[src/sv/bole_pkg.sv]
// Types and constants shared by the bounded ordered list engine modules.
`timescale 1ns / 1ps

package bole_pkg;

    localparam int DEF_CAPACITY     = 16;
    localparam int DEF_PAYLOAD_BITS = 32;

    localparam int FUNC_W   = 3;
    localparam int KEY_W    = 32;
    localparam int PORT_PAY_W = 32;
    localparam int STATUS_W = 2;
    localparam int COUNT_W  = 5;

    typedef enum logic [FUNC_W-1:0] {
        FUNC_CLEAR      = 3'd0,
        FUNC_INS_FRONT  = 3'd1,
        FUNC_INS_REAR   = 3'd2,
        FUNC_INS_SORTED = 3'd3,
        FUNC_REM_FRONT  = 3'd4,
        FUNC_REM_REAR   = 3'd5,
        FUNC_REM_KEY    = 3'd6
    } func_e;

    typedef enum logic [STATUS_W-1:0] {
        STATUS_OK   = 2'd0,
        STATUS_MISS = 2'd1,
        STATUS_FULL = 2'd2
    } status_e;

    typedef enum logic [3:0] {
        ST_IDLE,
        ST_DECODE,
        ST_ALLOC,
        ST_WALK,
        ST_LINK_A,
        ST_LINK_B,
        ST_UNLINK_A,
        ST_UNLINK_B,
        ST_DONE
    } state_t;

    typedef struct packed {
        logic data;
        logic next;
        logic prior;
    } node_wr_en_t;

endpackage

[src/sv/bole_node_ram.sv]
// Node store of the list: key, payload, next link and prior link for every slot.
`timescale 1ns / 1ps

module bole_node_ram #(
    parameter int DEPTH  = 16,
    parameter int PAY_W  = 32
) (
    input  logic                          clk,
    input  logic                          rd_en,
    input  logic [$clog2(DEPTH)-1:0]      rd_addr,
    output logic signed [bole_pkg::KEY_W-1:0] rd_key,
    output logic [PAY_W-1:0]              rd_pay,
    output logic [$clog2(DEPTH+1)-1:0]    rd_next,
    output logic [$clog2(DEPTH+1)-1:0]    rd_prior,
    input  bole_pkg::node_wr_en_t         wr_en,
    input  logic [$clog2(DEPTH)-1:0]      data_addr,
    input  logic signed [bole_pkg::KEY_W-1:0] wr_key,
    input  logic [PAY_W-1:0]              wr_pay,
    input  logic [$clog2(DEPTH)-1:0]      next_addr,
    input  logic [$clog2(DEPTH+1)-1:0]    wr_next,
    input  logic [$clog2(DEPTH)-1:0]      prior_addr,
    input  logic [$clog2(DEPTH+1)-1:0]    wr_prior
);
    import bole_pkg::*;

    localparam int LINK_W = $clog2(DEPTH + 1);

    logic signed [KEY_W-1:0] key_mem   [DEPTH];
    logic [PAY_W-1:0]        pay_mem   [DEPTH];
    logic [LINK_W-1:0]       next_mem  [DEPTH];
    logic [LINK_W-1:0]       prior_mem [DEPTH];

    always_ff @(posedge clk) begin
        if (wr_en.data) begin
            key_mem[data_addr] <= wr_key;
            pay_mem[data_addr] <= wr_pay;
        end
        if (wr_en.next) begin
            next_mem[next_addr] <= wr_next;
        end
        if (wr_en.prior) begin
            prior_mem[prior_addr] <= wr_prior;
        end
    end

    always_ff @(posedge clk) begin
        if (rd_en) begin
            rd_key   <= key_mem[rd_addr];
            rd_pay   <= pay_mem[rd_addr];
            rd_next  <= next_mem[rd_addr];
            rd_prior <= prior_mem[rd_addr];
        end
    end

endmodule

[src/sv/bounded_ordered_list_engine.sv]
// Top level of the bounded ordered list engine: sequencer, list registers and node store.
//
// Channel   Ports        Direction  Word
// input     s_*          in         operation code, key, payload
// result    m_*          out        status, removed key, removed payload, entry count
//
// Sorted insert and removal by key walk the list one entry per cycle through the single
// read port of the node store; the other operations do not walk the list.
// Reset is synchronous and leaves an empty list at once, with no clearing pass.
// A result word waiting on m_ready holds the next word in its final step only.
`timescale 1ns / 1ps

module bounded_ordered_list_engine #(
    parameter int CAPACITY     = bole_pkg::DEF_CAPACITY,
    parameter int PAYLOAD_BITS = bole_pkg::DEF_PAYLOAD_BITS
) (
    input  logic                                   aclk,
    input  logic                                   aresetn,
    input  logic                                   s_valid,
    output logic                                   s_ready,
    input  logic [bole_pkg::FUNC_W-1:0]            s_func,
    input  logic signed [bole_pkg::KEY_W-1:0]      s_item_key,
    input  logic [bole_pkg::PORT_PAY_W-1:0]        s_item_payload,
    output logic                                   m_valid,
    input  logic                                   m_ready,
    output logic [bole_pkg::STATUS_W-1:0]          m_status,
    output logic signed [bole_pkg::KEY_W-1:0]      m_out_key,
    output logic [bole_pkg::PORT_PAY_W-1:0]        m_out_payload,
    output logic [bole_pkg::COUNT_W-1:0]           m_entry_count
);
    import bole_pkg::*;

    localparam int IDX_W     = $clog2(CAPACITY);
    localparam int SLOT_W    = $clog2(CAPACITY + 1);
    localparam int CNT_EXT_W = SLOT_W + COUNT_W;
    localparam logic [SLOT_W-1:0] NONE = SLOT_W'(CAPACITY);

    state_t                    state_reg, state_next;
    logic [FUNC_W-1:0]         func_reg, func_next;
    logic signed [KEY_W-1:0]   key_reg, key_next;
    logic [PAYLOAD_BITS-1:0]   pay_reg, pay_next;
    logic [SLOT_W-1:0]         first_reg, first_next;
    logic [SLOT_W-1:0]         last_reg, last_next;
    logic [SLOT_W-1:0]         free_reg, free_next;
    logic [SLOT_W-1:0]         fresh_reg, fresh_next;
    logic [SLOT_W-1:0]         count_reg, count_next;
    logic [SLOT_W-1:0]         slot_reg, slot_next;
    logic [SLOT_W-1:0]         tgt_reg, tgt_next;
    logic [SLOT_W-1:0]         prev_reg, prev_next;
    logic [SLOT_W-1:0]         succ_reg, succ_next;
    status_e                   status_reg, status_next;
    logic signed [KEY_W-1:0]   okey_reg, okey_next;
    logic [PORT_PAY_W-1:0]     opay_reg, opay_next;

    logic                      m_valid_reg, m_valid_next;
    status_e                   m_status_reg, m_status_next;
    logic signed [KEY_W-1:0]   m_key_reg, m_key_next;
    logic [PORT_PAY_W-1:0]     m_pay_reg, m_pay_next;
    logic [COUNT_W-1:0]        m_count_reg, m_count_next;

    logic                      rd_en;
    logic [SLOT_W-1:0]         rd_slot;
    logic signed [KEY_W-1:0]   rd_key;
    logic [PAYLOAD_BITS-1:0]   rd_pay;
    logic [SLOT_W-1:0]         rd_next;
    logic [SLOT_W-1:0]         rd_prior;
    node_wr_en_t               wr_en;
    logic [SLOT_W-1:0]         data_slot, next_slot, prior_slot;
    logic [SLOT_W-1:0]         wr_next, wr_prior;

    logic [63:0]               pay_in_ext;
    logic [63:0]               pay_out_ext;
    logic [CNT_EXT_W-1:0]      count_ext;
    logic                      walk_on;

    assign pay_in_ext  = {32'd0, s_item_payload};
    assign pay_out_ext = 64'(rd_pay);
    assign count_ext   = CNT_EXT_W'(count_reg);
    assign walk_on     = (func_reg == FUNC_INS_SORTED) ? (rd_key < key_reg)
                                                      : (rd_key != key_reg);

    bole_node_ram #(
        .DEPTH (CAPACITY),
        .PAY_W (PAYLOAD_BITS)
    ) u_node_ram (
        .clk        (aclk),
        .rd_en      (rd_en),
        .rd_addr    (rd_slot[IDX_W-1:0]),
        .rd_key     (rd_key),
        .rd_pay     (rd_pay),
        .rd_next    (rd_next),
        .rd_prior   (rd_prior),
        .wr_en      (wr_en),
        .data_addr  (data_slot[IDX_W-1:0]),
        .wr_key     (key_reg),
        .wr_pay     (pay_reg),
        .next_addr  (next_slot[IDX_W-1:0]),
        .wr_next    (wr_next),
        .prior_addr (prior_slot[IDX_W-1:0]),
        .wr_prior   (wr_prior)
    );

    always_ff @(posedge aclk) begin
        if (!aresetn) begin
            state_reg   <= ST_IDLE;
            first_reg   <= NONE;
            last_reg    <= NONE;
            free_reg    <= '0;
            fresh_reg   <= '0;
            count_reg   <= '0;
            m_valid_reg <= 1'b0;
        end else begin
            state_reg   <= state_next;
            first_reg   <= first_next;
            last_reg    <= last_next;
            free_reg    <= free_next;
            fresh_reg   <= fresh_next;
            count_reg   <= count_next;
            m_valid_reg <= m_valid_next;
        end
    end

    always_ff @(posedge aclk) begin
        func_reg     <= func_next;
        key_reg      <= key_next;
        pay_reg      <= pay_next;
        slot_reg     <= slot_next;
        tgt_reg      <= tgt_next;
        prev_reg     <= prev_next;
        succ_reg     <= succ_next;
        status_reg   <= status_next;
        okey_reg     <= okey_next;
        opay_reg     <= opay_next;
        m_status_reg <= m_status_next;
        m_key_reg    <= m_key_next;
        m_pay_reg    <= m_pay_next;
        m_count_reg  <= m_count_next;
    end

    always_comb begin
        state_next    = state_reg;
        func_next     = func_reg;
        key_next      = key_reg;
        pay_next      = pay_reg;
        first_next    = first_reg;
        last_next     = last_reg;
        free_next     = free_reg;
        fresh_next    = fresh_reg;
        count_next    = count_reg;
        slot_next     = slot_reg;
        tgt_next      = tgt_reg;
        prev_next     = prev_reg;
        succ_next     = succ_reg;
        status_next   = status_reg;
        okey_next     = okey_reg;
        opay_next     = opay_reg;
        m_valid_next  = m_valid_reg && !m_ready;
        m_status_next = m_status_reg;
        m_key_next    = m_key_reg;
        m_pay_next    = m_pay_reg;
        m_count_next  = m_count_reg;
        s_ready       = 1'b0;
        rd_en         = 1'b0;
        rd_slot       = first_reg;
        wr_en         = '0;
        data_slot     = slot_reg;
        next_slot     = slot_reg;
        prior_slot    = slot_reg;
        wr_next       = tgt_reg;
        wr_prior      = prev_reg;

        case (state_reg)
            ST_IDLE: begin
                s_ready = 1'b1;
                if (s_valid) begin
                    func_next  = s_func;
                    key_next   = s_item_key;
                    pay_next   = pay_in_ext[PAYLOAD_BITS-1:0];
                    state_next = ST_DECODE;
                end
            end
            ST_DECODE: begin
                status_next = STATUS_OK;
                okey_next   = '0;
                opay_next   = '0;
                state_next  = ST_DONE;
                case (func_reg)
                    FUNC_CLEAR: begin
                        first_next = NONE;
                        last_next  = NONE;
                        free_next  = '0;
                        fresh_next = '0;
                        count_next = '0;
                    end
                    FUNC_INS_FRONT, FUNC_INS_REAR, FUNC_INS_SORTED: begin
                        if (free_reg == NONE) begin
                            status_next = STATUS_FULL;
                        end else begin
                            slot_next  = free_reg;
                            rd_en      = 1'b1;
                            rd_slot    = free_reg;
                            state_next = ST_ALLOC;
                        end
                    end
                    FUNC_REM_FRONT, FUNC_REM_REAR: begin
                        slot_next = (func_reg == FUNC_REM_FRONT) ? first_reg : last_reg;
                        rd_slot   = slot_next;
                        if (slot_next == NONE) begin
                            status_next = STATUS_MISS;
                        end else begin
                            rd_en      = 1'b1;
                            state_next = ST_UNLINK_A;
                        end
                    end
                    FUNC_REM_KEY: begin
                        tgt_next = first_reg;
                        if (first_reg == NONE) begin
                            status_next = STATUS_MISS;
                        end else begin
                            rd_en      = 1'b1;
                            rd_slot    = first_reg;
                            state_next = ST_WALK;
                        end
                    end
                    default: begin
                    end
                endcase
            end
            ST_ALLOC: begin
                if (slot_reg == fresh_reg) begin
                    free_next  = slot_reg + 1'b1;
                    fresh_next = fresh_reg + 1'b1;
                end else begin
                    free_next = rd_next;
                end
                state_next = ST_LINK_A;
                case (func_reg)
                    FUNC_INS_FRONT: begin
                        tgt_next  = first_reg;
                        prev_next = NONE;
                    end
                    FUNC_INS_REAR: begin
                        tgt_next  = NONE;
                        prev_next = last_reg;
                    end
                    default: begin
                        tgt_next  = first_reg;
                        prev_next = last_reg;
                        if (first_reg != NONE) begin
                            rd_en      = 1'b1;
                            rd_slot    = first_reg;
                            state_next = ST_WALK;
                        end
                    end
                endcase
            end
            ST_WALK: begin
                if (walk_on) begin
                    if (rd_next == NONE) begin
                        tgt_next  = NONE;
                        prev_next = last_reg;
                        if (func_reg == FUNC_INS_SORTED) begin
                            state_next = ST_LINK_A;
                        end else begin
                            status_next = STATUS_MISS;
                            state_next  = ST_DONE;
                        end
                    end else begin
                        tgt_next = rd_next;
                        rd_en    = 1'b1;
                        rd_slot  = rd_next;
                    end
                end else if (func_reg == FUNC_INS_SORTED) begin
                    prev_next  = rd_prior;
                    state_next = ST_LINK_A;
                end else begin
                    slot_next  = tgt_reg;
                    state_next = ST_UNLINK_A;
                end
            end
            ST_LINK_A: begin
                wr_en.data  = 1'b1;
                wr_en.next  = 1'b1;
                wr_en.prior = 1'b1;
                wr_next     = tgt_reg;
                wr_prior    = prev_reg;
                state_next  = ST_LINK_B;
            end
            ST_LINK_B: begin
                next_slot  = prev_reg;
                wr_next    = slot_reg;
                prior_slot = tgt_reg;
                wr_prior   = slot_reg;
                if (prev_reg != NONE) begin
                    wr_en.next = 1'b1;
                end else begin
                    first_next = slot_reg;
                end
                if (tgt_reg != NONE) begin
                    wr_en.prior = 1'b1;
                end else begin
                    last_next = slot_reg;
                end
                count_next  = count_reg + 1'b1;
                status_next = STATUS_OK;
                state_next  = ST_DONE;
            end
            ST_UNLINK_A: begin
                okey_next  = rd_key;
                opay_next  = pay_out_ext[PORT_PAY_W-1:0];
                prev_next  = rd_prior;
                succ_next  = rd_next;
                wr_en.next = 1'b1;
                next_slot  = slot_reg;
                wr_next    = free_reg;
                prior_slot = rd_next;
                wr_prior   = rd_prior;
                if (rd_next != NONE) begin
                    wr_en.prior = 1'b1;
                end else begin
                    last_next = rd_prior;
                end
                if (rd_prior == NONE) begin
                    first_next = rd_next;
                end
                free_next   = slot_reg;
                count_next  = count_reg - 1'b1;
                status_next = STATUS_OK;
                state_next  = ST_UNLINK_B;
            end
            ST_UNLINK_B: begin
                next_slot = prev_reg;
                wr_next   = succ_reg;
                if (prev_reg != NONE) begin
                    wr_en.next = 1'b1;
                end
                state_next = ST_DONE;
            end
            ST_DONE: begin
                if (!m_valid_reg || m_ready) begin
                    m_valid_next  = 1'b1;
                    m_status_next = status_reg;
                    m_key_next    = okey_reg;
                    m_pay_next    = opay_reg;
                    m_count_next  = count_ext[COUNT_W-1:0];
                    state_next    = ST_IDLE;
                end
            end
            default: begin
                state_next = ST_IDLE;
            end
        endcase
    end

    assign m_valid       = m_valid_reg;
    assign m_status      = m_status_reg;
    assign m_out_key     = m_key_reg;
    assign m_out_payload = m_pay_reg;
    assign m_entry_count = m_count_reg;

endmodule

[config.mk]
export PLATFORM = sky130hd
export DESIGN_NAME = bounded_ordered_list_engine
export DESIGN_NICKNAME = d
export VERILOG_FILES = /design/src/sv/bole_pkg.sv /design/src/sv/bole_node_ram.sv /design/src/sv/bounded_ordered_list_engine.sv
export SDC_FILE = /design/constraint.sdc
export NUM_CORES = 2
export LEC_CHECK = 0
export BUFFER_PORTS_ARGS = -buffer_cell sky130_fd_sc_hd__buf_2
export CORE_ASPECT_RATIO = 1.25
export CORE_UTILIZATION = 56
export DETAILED_ROUTE_END_ITERATION = 16
export HOLD_SLACK_MARGIN = 0.03
export PLACE_DENSITY_LB_ADDON = 0.25
export SYNTH_ARGS = -nofsm -noshare
export SYNTH_HDL_FRONTEND = slang
export SYNTH_SLANG_ARGS = --single-unit
[constraint.sdc]
create_clock -name aclk -period 6.9 [get_ports aclk]
set_clock_uncertainty 0.2 [all_clocks]
set_input_delay 1.38 -clock aclk [delete_from_list [all_inputs] [get_ports aclk]]
set_output_delay 1.38 -clock aclk [all_outputs]
set_load 0.01 [all_outputs]
## Word level (Yosys, flattened, before mapping)

Memory sizes are Yosys's and may differ from the RTL's. A register that Yosys moved wholly into a read port is not among the register bits.
Index checks and enable logic that the tools add are counted.

- Register bits: 254
- RAM bits: 1184
- Bits of input ports: 71
- Output and inout bits: 73
- Logic and storage cells: 190
- Memories kept: 4

Memory list:

| name | words | bits a word | read ports | clocked after memory_dff | wr ports | RTL line | RTL |
|---|---|---|---|---|---|---|---|
| u_node_ram.key_mem | 16 | 32 | 1 | 1 | 1 | bole_node_ram.sv:28 | `logic signed [KEY_W-1:0] key_mem [DEPTH];` |
| u_node_ram.pay_mem | 16 | 32 | 1 | 1 | 1 | bole_node_ram.sv:29 | `logic [PAY_W-1:0] pay_mem [DEPTH];` |
| u_node_ram.next_mem | 16 | 5 | 1 | 1 | 1 | bole_node_ram.sv:30 | `logic [LINK_W-1:0] next_mem [DEPTH];` |
| u_node_ram.prior_mem | 16 | 5 | 1 | 1 | 1 | bole_node_ram.sv:31 | `logic [LINK_W-1:0] prior_mem [DEPTH];` |

- Add/subtract/negate cells: 4
- $lt $le $gt $ge: 1
- Equality and inequality tests: 42
- Mux-type cells: 86
- Reduce and logical (&&, ||, !) cells: 32

Operators with widths:

| operator | number |
|---|---|
| 32-bit case mux with 2 select lines | 2 |
| 5-bit case mux with 3 select lines | 7 |
| 5-bit two-way mux | 20 |
| 4-bit two-way mux | 12 |
| 5-bit case mux with 2 select lines | 4 |
| 32-bit less-than comparator | 1 |
| 32-bit != test | 1 |
| 4-bit case mux with 8 select lines | 1 |
| 5-bit equality test (second input constant) | 5 |
| 2-bit != test (second input constant) | 12 |
| 4-bit case mux with 2 select lines | 3 |
| 1-bit two-way mux | 23 |
| 5-bit != test (second input constant) | 4 |
| 4-bit by 3-bit equality test with 1-bit output (second input constant) | 4 |
| 5-bit by 1-bit adder with 5-bit output (second input constant) | 3 |
| 3-bit nonzero test | 5 |
| 2-bit case mux with 3 select lines | 2 |
| 4-bit case mux with 3 select lines | 1 |
| 3-bit AND reduction | 4 |
| 4-bit AND reduction | 3 |
| 2-bit two-way mux | 5 |
| 2-bit OR reduction | 5 |
| 3-bit equality test (second input constant) | 3 |
| 3-bit != test (second input constant) | 3 |
| other kinds (21) | 32 |

## Logic depth before layout (Yosys ltp)

- Depth after elaboration: 6
- Depth in mapped cells: 15

## Modules after synthesis

Synthesis repeated with hierarchy kept, for this count alone.

- Cell total of the unflattened synthesis: 2805
- Area, all modules: 57735.4 um^2

Modules (own cells, without submodules):

| module | times used | cells each | area an instance (um^2) |
|---|---|---|---|
| bole_node_ram | 1 | 1947 | 46719.8 |
| bounded_ordered_list_engine | 1 | 858 | 11015.6 |

## Least setup slack after synthesis

No wires, ideal clock.

- Path type: register to register
- Start point: reg state_reg[0]
- End point: mem u_node_ram.key_mem[3][0], enable pin
- Data arrival time: 5669 ps
- Data required time: 6135 ps
- Setup slack: 467 ps
- Cell stages (with the launch flop): 7
- Buffers on the path: 2
- Period minus slack after synthesis: 6433 ps
- Cell sequence: dfxtp_1 -> clkbuf_1 -> or2_2 -> clkbuf_1 -> nor2_1 -> nand2_1 -> nor3_1

- Word-level cells in the longest chain between the ends: 4

RTL lines:

| what | RTL line | RTL |
|---|---|---|
| start, declared | bounded_ordered_list_engine.sv:38 | `state_t state_reg, state_next;` |
| start signal, assigned | bounded_ordered_list_engine.sv:113 | `state_reg <= state_next;` |
| 4-bit by 3-bit equality test with 1-bit output | bounded_ordered_list_engine.sv:172 | `case (state_reg)` |
| 1-bit two-way mux | bounded_ordered_list_engine.sv:172 |  |
| 1-bit two-way mux | bole_node_ram.sv:34 | `if (wr_en.data) begin` |
| 1-bit two-way mux (not written as such) | bole_node_ram.sv:35 | `key_mem[data_addr] <= wr_key;` |
| end, declared | bole_node_ram.sv:28 |  |

Every way passes these cells.

## Worst setup path after layout

- Start point: reg key_reg[31]
- End point: reg u_node_ram.rd_pay[24] (read register of u_node_ram.pay_mem), data pin

- Word-level cells in the longest chain between the ends: 4
- Elaborated cells between the ends (all ways): 7

RTL lines:

| what | RTL line | RTL |
|---|---|---|
| start, declared | bounded_ordered_list_engine.sv:40 | `logic signed [KEY_W-1:0] key_reg, key_next;` |
| start signal, assigned | bounded_ordered_list_engine.sv:125 | `key_reg <= key_next;` |
| 32-bit less-than comparator / 32-bit != test (equally long branches) | bounded_ordered_list_engine.sv:79, bounded_ordered_list_engine.sv:80 |  |
| 1-bit two-way mux (*) | bounded_ordered_list_engine.sv:79 | `assign walk_on = (func_reg == FUNC_INS_SORTED) ? (rd_key < key_reg)` |
| 1-bit two-way mux / 4-bit two-way mux (equally long branches) | bounded_ordered_list_engine.sv:258 | `if (walk_on) begin` |
| 1-bit case mux with 3 select lines / 4-bit case mux with 2 select lines (equally long branches) | bounded_ordered_list_engine.sv:172 |  |
| end, declared | bole_node_ram.sv:12 | `output logic [PAY_W-1:0] rd_pay,` |

Mark *: on every way between the ends. The rest lies on a longest branch, timed or not.
A chain may end at the register's enable or synchronous reset.

==> summary.md <==
| Metric | Value |
|---|---|
| Outcome | `completed` |
| Die width | `291 um` |
| Crit path kind | `reg -> reg` |
| Max Cap Violations | `0` |
| Drt initial violations | `3040` |
| RSZ-0062 raised after global routing | `no` |
| H-tree Lvls | `4` |
| Layout cell share with drive strength beyond 1 | `12.9%` |
| Slew Viols, Final | `0` |
| Resized cells post-CTS | `0` |
| Largest net degree at the start of global routing | `103` |
| Final Critical Period | `5.89 ns` |
| Num CTS Buffers | `141` |
| Total track usage | `26.7%` |
| Syn_area_per_cell | `17.6 um^2` |
| Crit end category | `flip-flop` |
| Vias in the first global route | `31.7k` |
| Final setup TNS | `0 ns` |
| IO Count | `144` |
| Layout area overhead | `12.1%` |
| Clock Latency Late Sink | `0.76 ns` |
| Setup WS pre-CTS | `1.05 ns` |
| Post-synth EDFFs | `1482` |
| Cells after Synth | `3312` |
| Mapped Nets | `3424` |
| Antenna Nets Post-Route | `0` |
| Async SR Flop Fraction | `0%` |
| Synth Register Bits | `1512` |
| WP data required | `7.19 ns` |
| Wire per inst | `28.5 um` |
| Setup Fix Bufs, Post-CTS | `0` |
| Synth Flop Type | `edfxtp_1` |
| # port buffers | `143` |
| Final Hold Vio Count | `0` |
| DR vias | `31.3k` |
| Final wirelength | `141000 um` |
| CP cell instances | `inv_1 -> ha_1 -> nand4_2 -> nor4_2 -> nand3_1 -> nand2b_2 -> o31ai_1 -> a311o_1 -> a21oi_4 -> nand3b_1 -> buf_12 -> o22ai_1 -> or4_1` |
| Slew headroom | `25.5%` |
| Cell variety after synth | `75` |
| Die ar. | `105000 um^2` |
| YS warnings | `0` |
| Setup crit start kind | `flip-flop` |
| Initial antenna violation count | `1` |
| Mapped Area | `58300 um^2` |
| VDD IR max | `0.000270 V` |
| Dpl hpwl | `76800 um` |
| Tcrit/Tclk final | `85.4%` |
| Worst-case clock buffer depth | `3` |
| Post-route DRC | `0` |
| Die Height | `363 um` |
| Hold crit path type | `reg -> reg` |
| Worst Setup Slack, final | `1.01 ns` |
| Hold depth | `0` |
| Most common cell after layout, fill and taps aside | `edfxtp_1` |
| CTS Hold Bufs | `0` |
| CP max FO | `35` |
| Final setup vio count | `0` |
| Initial Utilization | `56.4%` |
| Sink Count | `1512` |
| Worst-path clk slew | `0.06 ns` |
| Fmax | `170 MHz` |
| Most frequent cells in the layout | `edfxtp_1, mux2i_1, o22ai_1` |
| Biggest regs | `u_node_ram.key_mem: 512 flops, u_node_ram.pay_mem: 512 flops` |
| Final #Nets | `3605` |
| Vias per cell | `6.33` |
| Core Area | `103000 um^2` |
| Reg-to-reg slack, setup | `1.01 ns` |
| GP Congestion | `0.908` |
| Overflow after GRT | `0` |
| Final core utilization | `63.2%` |
| Row count | `132` |
| Data arrival time of the worst path | `6.18 ns` |
| Total power | `20.4 mW` |
| Worst-margin pin slew | `1.12 ns` |
| CTS tree | `yes` |
| Pre-Repair DR Iteration Count | `5` |
| Tightest hold margin | `0.213 ns` |
| Root Driver | `clkbuf_16` |
| Antenna cell count | `0` |
| PwrDens | `312 nW/um^2` |
| First-pass GRT wire length | `204000 um` |
| Seq/Total Area, Yosys | `77.3%` |
| Leak pwr | `25.4 nW` |
| Critical-path top delay cell | `nand3b_1` |
| Max incr delay on CP | `0.80 ns` |
| FF-to-FF path depth | `13` |
==> metrics by stage <==
step                std cells  area [um^2]
floorplan                3312        58300
global placement         4690        60800
detailed placement       4690        60800
CTS                      4946        65400
global route             4946        65400
finish                   4946        65400
==> Yosys cell counts, types with 4 or more instances <==
master	n	area share [%]
nand3_1	8	0.069
mux2i_1	600	10
buf_2	96	0.82
nor3b_1	5	0.064
nand4_1	8	0.086
nor3_1	11	0.094
or2_2	5	0.054
buf_1	15	0.097
o21ai_0	42	0.36
o21a_1	6	0.077
a222oi_1	4	0.069
a21o_1	7	0.090
edfxtp_1	1482	76
a31oi_1	14	0.15
inv_1	49	0.32
and2_1	71	0.76
or4_1	74	0.95
dfxtp_1	30	1.0
o22ai_1	302	3.2
nand2b_1	13	0.14
nand2_1	82	0.53
nor4_1	10	0.11
a22oi_1	15	0.19
a21oi_1	44	0.38
a32o_1	5	0.086
buf_4	6	0.077
clkbuf_1	56	0.36
ha_1	40	0.86
a22o_1	8	0.12
and3_1	4	0.043
o211a_1	9	0.15
o31ai_1	5	0.064
xnor2_1	5	0.075
nor2_1	96	0.62
xor2_1	6	0.090
mux2_2	5	0.097
nor2b_1	17	0.18
==> worst paths after layout <==
path                                      to                  startpoint
min              m_out_payload[17]$_DFFE_PP_  opay_reg[17]$_SDFFCE_PN0P_
min reg2reg      m_out_payload[17]$_DFFE_PP_  opay_reg[17]$_SDFFCE_PN0P_
max          u_node_ram.rd_pay[24]$_DFFE_PP_       key_reg[31]$_DFFE_PP_
max reg2reg  u_node_ram.rd_pay[24]$_DFFE_PP_       key_reg[31]$_DFFE_PP_
==> cells by family (layout without fill, tap and decap cells) <==
kind of cell               count (synthesis)  after routing  synth area share, %
and+or+nand+nor                          417            417                 3.91
buffers and inverters                    224            518                 1.69
adders and majority gates                 41             41                0.893
DFF                                     1512           1512                 77.3
muxes                                    605            605                 10.4
AOI/OAI and AO/OA                        502            502                 5.60
xor gates and xnor gates                  11             11                0.165
==> critical path, delay by kind of cell, from the launching register on <==
family / cells / cell delay, ns
buffers and inverters: 2 / 0.48
AO/OA/AOI/OAI: 4 / 0.97
adder cells (fa/ha/maj): 1 / 0.56
flip-flops: 1 / 0.65
AND/OR/NAND/NOR: 6 / 2.71
==> power by group <==
part	internal (mW)	total (mW)	switching (mW)
Sequential	10.7	11.1	0.390
Clock	4.37	7.67	3.29
Combinational	0.544	1.62	1.08
Total	15.6	20.4	4.76
==> area by class of cell <==
cell class,count,area [um^2]
sequential,1512,45100
fill,7051,38000
multi-input combinational,1576,12400
clock buffer,179,3840
tap,1340,1680
timing repair buffer,211,1410
clock inverter,77,716
inverter,51,191
==> metal layers <==
metal  global-route usage, %  up-vias  share of wire, %
met5                       0        -                 0
met4                    10.7        0               3.7
met1                    33.8    15900                38
met3                    4.49      331               7.6
met2                    46.0     1534                51
li1                        -    13600                 -
(Power assumes the default switching activity.)
